### config.mk
export PLATFORM = sky130hd
export DESIGN_NAME = smi_div
export DESIGN_NICKNAME = d
export VERILOG_FILES = /design/src/rtl/core/smi_pkg.sv /design/src/rtl/core/smi_div.sv
export SDC_FILE = /design/constraint.sdc
export NUM_CORES = 1
export LEC_CHECK = 0
export BUFFER_PORTS_ARGS = -buffer_cell sky130_fd_sc_hd__buf_2
export CORE_ASPECT_RATIO = 1.25
export CORE_UTILIZATION = 55
export CTS_CLUSTER_DIAMETER = 60
export DETAILED_ROUTE_END_ITERATION = 12
export GPL_ROUTABILITY_DRIVEN = 0
export PLACE_DENSITY_LB_ADDON = 0.1
export REMOVE_ABC_BUFFERS = 1
export SYNTH_ARGS = -nofsm -noshare
export SYNTH_HDL_FRONTEND = slang
export SYNTH_SLANG_ARGS = --single-unit
### constraint.sdc
create_clock -name i_clk -period 5.5 [get_ports i_clk]
set_input_delay 0.825 -clock i_clk [delete_from_list [all_inputs] [get_ports i_clk]]
set_output_delay 0.825 -clock i_clk [all_outputs]
set_load 0.02 [all_outputs]
### src/rtl/core/smi_pkg.sv
// Shared types and widths for the small matrix inverse.
// No dependencies.
package smi_pkg;

    // Signed determinant accumulator: 24 terms of up to 2^124 each.
    localparam int ACC_W = 130;
    // Magnitude of a 3x3 cofactor: 6 terms of up to 2^93 each.
    localparam int COF_W = 96;
    localparam int ORDER = 4;

    // Sequencer states of the top level.
    typedef enum logic [3:0] {
        S_IDLE, S_TERM, S_READ, S_MUL, S_ACC, S_FIN, S_DIV, S_EMIT, S_SING
    } t_state;

    // Divider status as seen by the sequencer.
    typedef struct packed {
        logic        busy;
        logic        done;
        logic        ovf;
        logic [31:0] q;
    } t_div_res;

endpackage

### src/rtl/core/smi_div.sv
// Restoring divider, one quotient bit per cycle, low 32 quotient bits plus overflow.
// Depends on smi_pkg.
module smi_div import smi_pkg::*; #(
    parameter int NUM_W = 128,
    parameter int DEN_W = 130
) (
    input  logic             i_clk,
    input  logic             i_rst_n,
    input  logic             i_start,
    input  logic [NUM_W-1:0] i_num,
    input  logic [DEN_W-1:0] i_den,
    output t_div_res         o_res
);

    localparam int CNT_W = $clog2(NUM_W + 1);

    logic [NUM_W-1:0] r_num;
    logic [DEN_W-1:0] r_rem;
    logic [31:0]      r_q;
    logic             r_ovf;
    logic [CNT_W-1:0] r_cnt;
    logic             r_busy;
    logic             r_done;

    logic [DEN_W:0]   rem_sh;
    logic             ge;

    assign rem_sh = {r_rem, r_num[NUM_W-1]};
    assign ge     = rem_sh >= {1'b0, i_den};

    always_ff @(posedge i_clk) begin
        if (!i_rst_n) begin
            r_busy <= 1'b0;
            r_done <= 1'b0;
            r_cnt  <= '0;
        end else begin
            r_done <= 1'b0;
            if (i_start) begin
                r_busy <= 1'b1;
                r_cnt  <= CNT_W'(NUM_W);
            end else if (r_busy) begin
                r_cnt <= r_cnt - 1'b1;
                if (r_cnt == CNT_W'(1)) begin
                    r_busy <= 1'b0;
                    r_done <= 1'b1;
                end
            end
        end
    end

    always_ff @(posedge i_clk) begin
        if (i_start) begin
            r_num <= i_num;
            r_rem <= '0;
            r_q   <= '0;
            r_ovf <= 1'b0;
        end else if (r_busy) begin
            r_num <= {r_num[NUM_W-2:0], 1'b0};
            r_rem <= ge ? DEN_W'(rem_sh - {1'b0, i_den}) : rem_sh[DEN_W-1:0];
            r_q   <= {r_q[30:0], ge};
            r_ovf <= r_ovf | r_q[31];
        end
    end

    assign o_res.busy = r_busy;
    assign o_res.done = r_done;
    assign o_res.ovf  = r_ovf;
    assign o_res.q    = r_q;

endmodule

==> results.py <==
metrics = {
    "outcome": {
        "status": "finished clean",
    },
    "timing": {
        "slew_headroom_pct": 24.4,
        "skew_ps": 23.2,
        "slew_viol_final": 0,
        "max_freq_mhz": 224,
        "rsz0062_at_grt": "false",
        "setup_viol": 0,
        "finalCritPeriodShare_pct": 81.3,
        "worst_pin_slew_ps": 1120,
        "hold_viol_final": 0,
        "min_period_ps": 4470,
    },
    "run": {
        "cap_violations": 0,
    },
    "clock_network": {
        "clockBufferDepth": 3,
        "postCtsSetupBuffers": 0,
        "cts_hold_buffers": 0,
        "cts.sinks": 301,
        "cts-root-buf": "clkbuf_16",
        "clkLatencyLatePin_ps": 570,
        "cts_htree_levels": 2,
        "cts.clk_slew.worst_paths_ps": 60,
        "cts_tree": "yes",
        "post_cts_resized": 0,
        "cts_made_buffers": 38,
    },
    "critical_path": {
        "crit_chain": "buf_2 > inv_1 > ha_1 > nand4_1 > or3_4 > nor3_2 > o2111ai_1 > a2111o_1 > nand3_2 > nand2_1 > o31a_2 > buf_12 > buf_4 > a211oi_1 > a21oi_1 > a211oi_1",
        "arrival_ps": 4950,
        "path_class": "in2reg",
        "crit_top_cell": "a211oi_1",
        "critPathTopFamily": "compound AO/OA/AOI/OAI gates",
        "worst-path-max-fanout": 32,
        "end_kind": "flip-flop",
        "worstSetupStartpointType": "primary input",
        "crit_required_ps": 5980,
        "crit_buf_inv": 4,
        "critPathMaxStageDelay_ps": 560,
        "critPathSlowestCell": "a2111o_1",
    },
    "pwr": {
        "power_frac_comb_pct": 25.3,
        "seq_power_share_pct": 37.6,
        "p_leak_nw": 11.0,
        "ir_drop_mv": 0.236,
        "p_per_area_nw_per_um2": 280,
        "switchingPower_mw": 2.20,
        "p_int_mw": 4.80,
        "switching_share_pct": 31.4,
        "pwr-share-clk_pct": 37.1,
    },
    "drt": {
        "routed_wl_microns": 61900,
        "drt-initial-drc-count": 1492,
        "vias": 20300,
        "vias_per_cell": 6.04,
        "wire_per_inst_microns": 18.4,
        "drt_pre_antenna_iters": 7,
        "post-route-drc-count": 0,
        "ant_nets": 0,
    },
    "yosys": {
        "ys_ff_latch": 301,
        "avgSynthCellArea_sq_um": 8.32,
        "synth_area_sq_um": 22000,
        "yosysSeqAreaShare_pct": 33.2,
        "synthArstFlopShare_pct": 0,
        "yosysTopAreaCell": "edfxtp_1",
        "yosys_warnings": 0,
        "ys.flop_type": "dfxtp_1",
        "synth_edf_count": 128,
        "syn_inst": 2647,
        "synth_area_leaders": "edfxtp_1 (17%), dfxtp_1 (16%), ha_1 (7.5%), mux2_2 (6.9%), a21oi_1 (6.6%)",
        "yosysTopAreaCellShare_pct": 17.5,
        "ys_types": 80,
    },
    "floorplan": {
        "die_w_microns": 181,
        "core_sq_um": 39300,
        "ioPinCount": 296,
        "dieHeight_microns": 226,
        "fp.dieArea_sq_um": 40900,
        "start_util_pct": 56.0,
        "rows": 81,
    },
    "cells_and_area": {
        "final_nets": 3228,
        "final_cells": 3365,
        "multi_input_area_sq_um": 13300,
        "syn2layout_area_growth_pct": 13.4,
        "fill_cells": 3500,
        "fin_util_pct": 63.5,
        "regArea_sq_um": 7310,
        "drive_above_1_share_pct": 19.5,
    },
    "placed_design": {
        "portBuffers": 295,
        "dp.cells": 3292,
        "dpl.hpwl_microns": 47000,
    },
    "global_route": {
        "grt_max_degree": 83,
        "grt_pass1_vias": 19500,
        "grt_overflow_total": 0,
        "grt_pass1_wl_microns": 98200,
        "grtUsageTotal_pct": 29.7,
        "antenna_found_initial": 3,
    },
    "min_path": {
        "hold_class": "reg2reg",
    },
}
## layout make-up
class / count / area share [%]
multi-input combinational: 1992 / 53.2
sequential: 301 / 29.3
inverter: 176 / 2.66
timing repair buffer: 325 / 7.06
antenna: 3 / 0.0301
clock buffer: 47 / 4.10
tap: 498 / 2.50
clock inverter: 23 / 1.19
## flip-flops by register name (all words and copies together), names as in the netlist
| name | cells |
|---|---|
| r_done | 1 |
| r_cnt | 8 |
| r_rem | 130 |
| r_ovf | 1 |
| r_q | 32 |
| r_busy | 1 |
| r_num | 128 |
## cells in the mapped netlist, types with 36 or more instances
cell type	count
nor2_1	331
xor2_1	41
buf_2	39
o21bai_1	41
xnor2_1	79
dfxtp_1	173
a211oi_1	109
a21oi_1	290
mux2_2	134
o21ai_0	116
nor3_1	36
a21o_1	90
mux2i_1	58
nand4_1	73
nand2_1	171
edfxtp_1	128
ha_1	132
inv_1	176
clkbuf_1	118
## through the flow
stage	power [mW]	TNS (ps)	worst slack, ps	cell area (sq um)	hold slack, ps
after detailed placement	4.41	0	626	23600	459
after floorplan	3.94	-817160	-4390	21200	451
after global routing	7.33	0	858	25000	502
after CTS	7.02	0	1210	25000	486
final	7.00	0	1030	25000	485
after global placement	4.38	0	660	23600	447
## metal layers
| metal | vias to the layer above | share of wire, % | GRT usage (%) | wire, microns |
|---|---|---|---|---|
| met5 | - | 0.016 | 0 | 10 |
| met4 | 2 | 5.4 | 16.8 | 3320 |
| met3 | 211 | 6.6 | 5.79 | 4100 |
| met2 | 751 | 48 | 50.9 | 29400 |
| met1 | 9435 | 40 | 34.7 | 25100 |
| li1 | 9923 | - | - | - |
## worst register-to-register path, cell delays in order, from the launching register on
cell       delay, ps
dfxtp_1          330
ha_1             450
nand4_1          210
or3_4            410
nor3_2           290
o2111ai_1        350
a2111o_1         560
nand3_2          170
nand2_1           80
o31a_2           510
buf_12           260
buf_4            200
a211oi_1         240
a21oi_1           70
a211oi_1         220
## power by group through the flow
stage / registers (mW) / clock network (mW) / logic, mW
after global routing: 2.65 / 2.73 / 1.94
after floorplan: 2.67 / 0 / 1.26
final: 2.63 / 2.59 / 1.77
after CTS: 2.63 / 2.64 / 1.75
after global placement: 2.67 / 0 / 1.71
after detailed placement: 2.68 / 0 / 1.74
## final timing paths
| kind | startpoint | to | slack [ps] | cells past startpoint |
|---|---|---|---|---|
| setup reg to reg | r_rem[26] | r_rem[3] | 1050 | 14 |
| hold reg to reg | r_rem[41] | r_rem[41] | 480 | 2 |
| setup / recovery | i_den[27] | r_rem[3] | 1030 | 16 |
| hold / removal | r_rem[41] | r_rem[41] | 480 | 2 |
## cell usage in the layout, fill, tap and decap left out, drive strengths merged, types with 14 or more instances in the layout
| master | synthesis | layout |
|---|---|---|
| nor4 | 15 | 15 |
| a31oi | 21 | 21 |
| o21a | 20 | 20 |
| nand3 | 26 | 26 |
| edfxtp | 128 | 128 |
| mux2 | 135 | 135 |
| inv | 176 | 180 |
| nand2 | 173 | 173 |
| buf | 58 | 325 |
| nand4 | 74 | 74 |
| mux2i | 58 | 58 |
| dfxtp | 173 | 173 |
| a211oi | 111 | 111 |
| and3 | 17 | 17 |
| nor3 | 38 | 38 |
| or3 | 14 | 14 |
| nor2 | 331 | 331 |
| a21o | 90 | 90 |
| ha | 132 | 132 |
| clkinv | 0 | 15 |
| clkbuf | 120 | 47 |
| xnor2 | 79 | 79 |
| o21ai | 129 | 129 |
| xor2 | 41 | 41 |
| a21oi | 291 | 291 |
| o21bai | 41 | 41 |
## kinds of logic after synthesis
group | synth area share [%]
AND/OR/NAND/NOR | 15.2
flip-flops | 33.2
adder cells (fa/ha/maj) | 7.59
buffers and inverters | 6.54
AO/OA/AOI/OAI | 23.2
multiplexers | 9.54
XOR/XNOR | 4.77
Note: power is estimated with default switching activity, not from simulation.
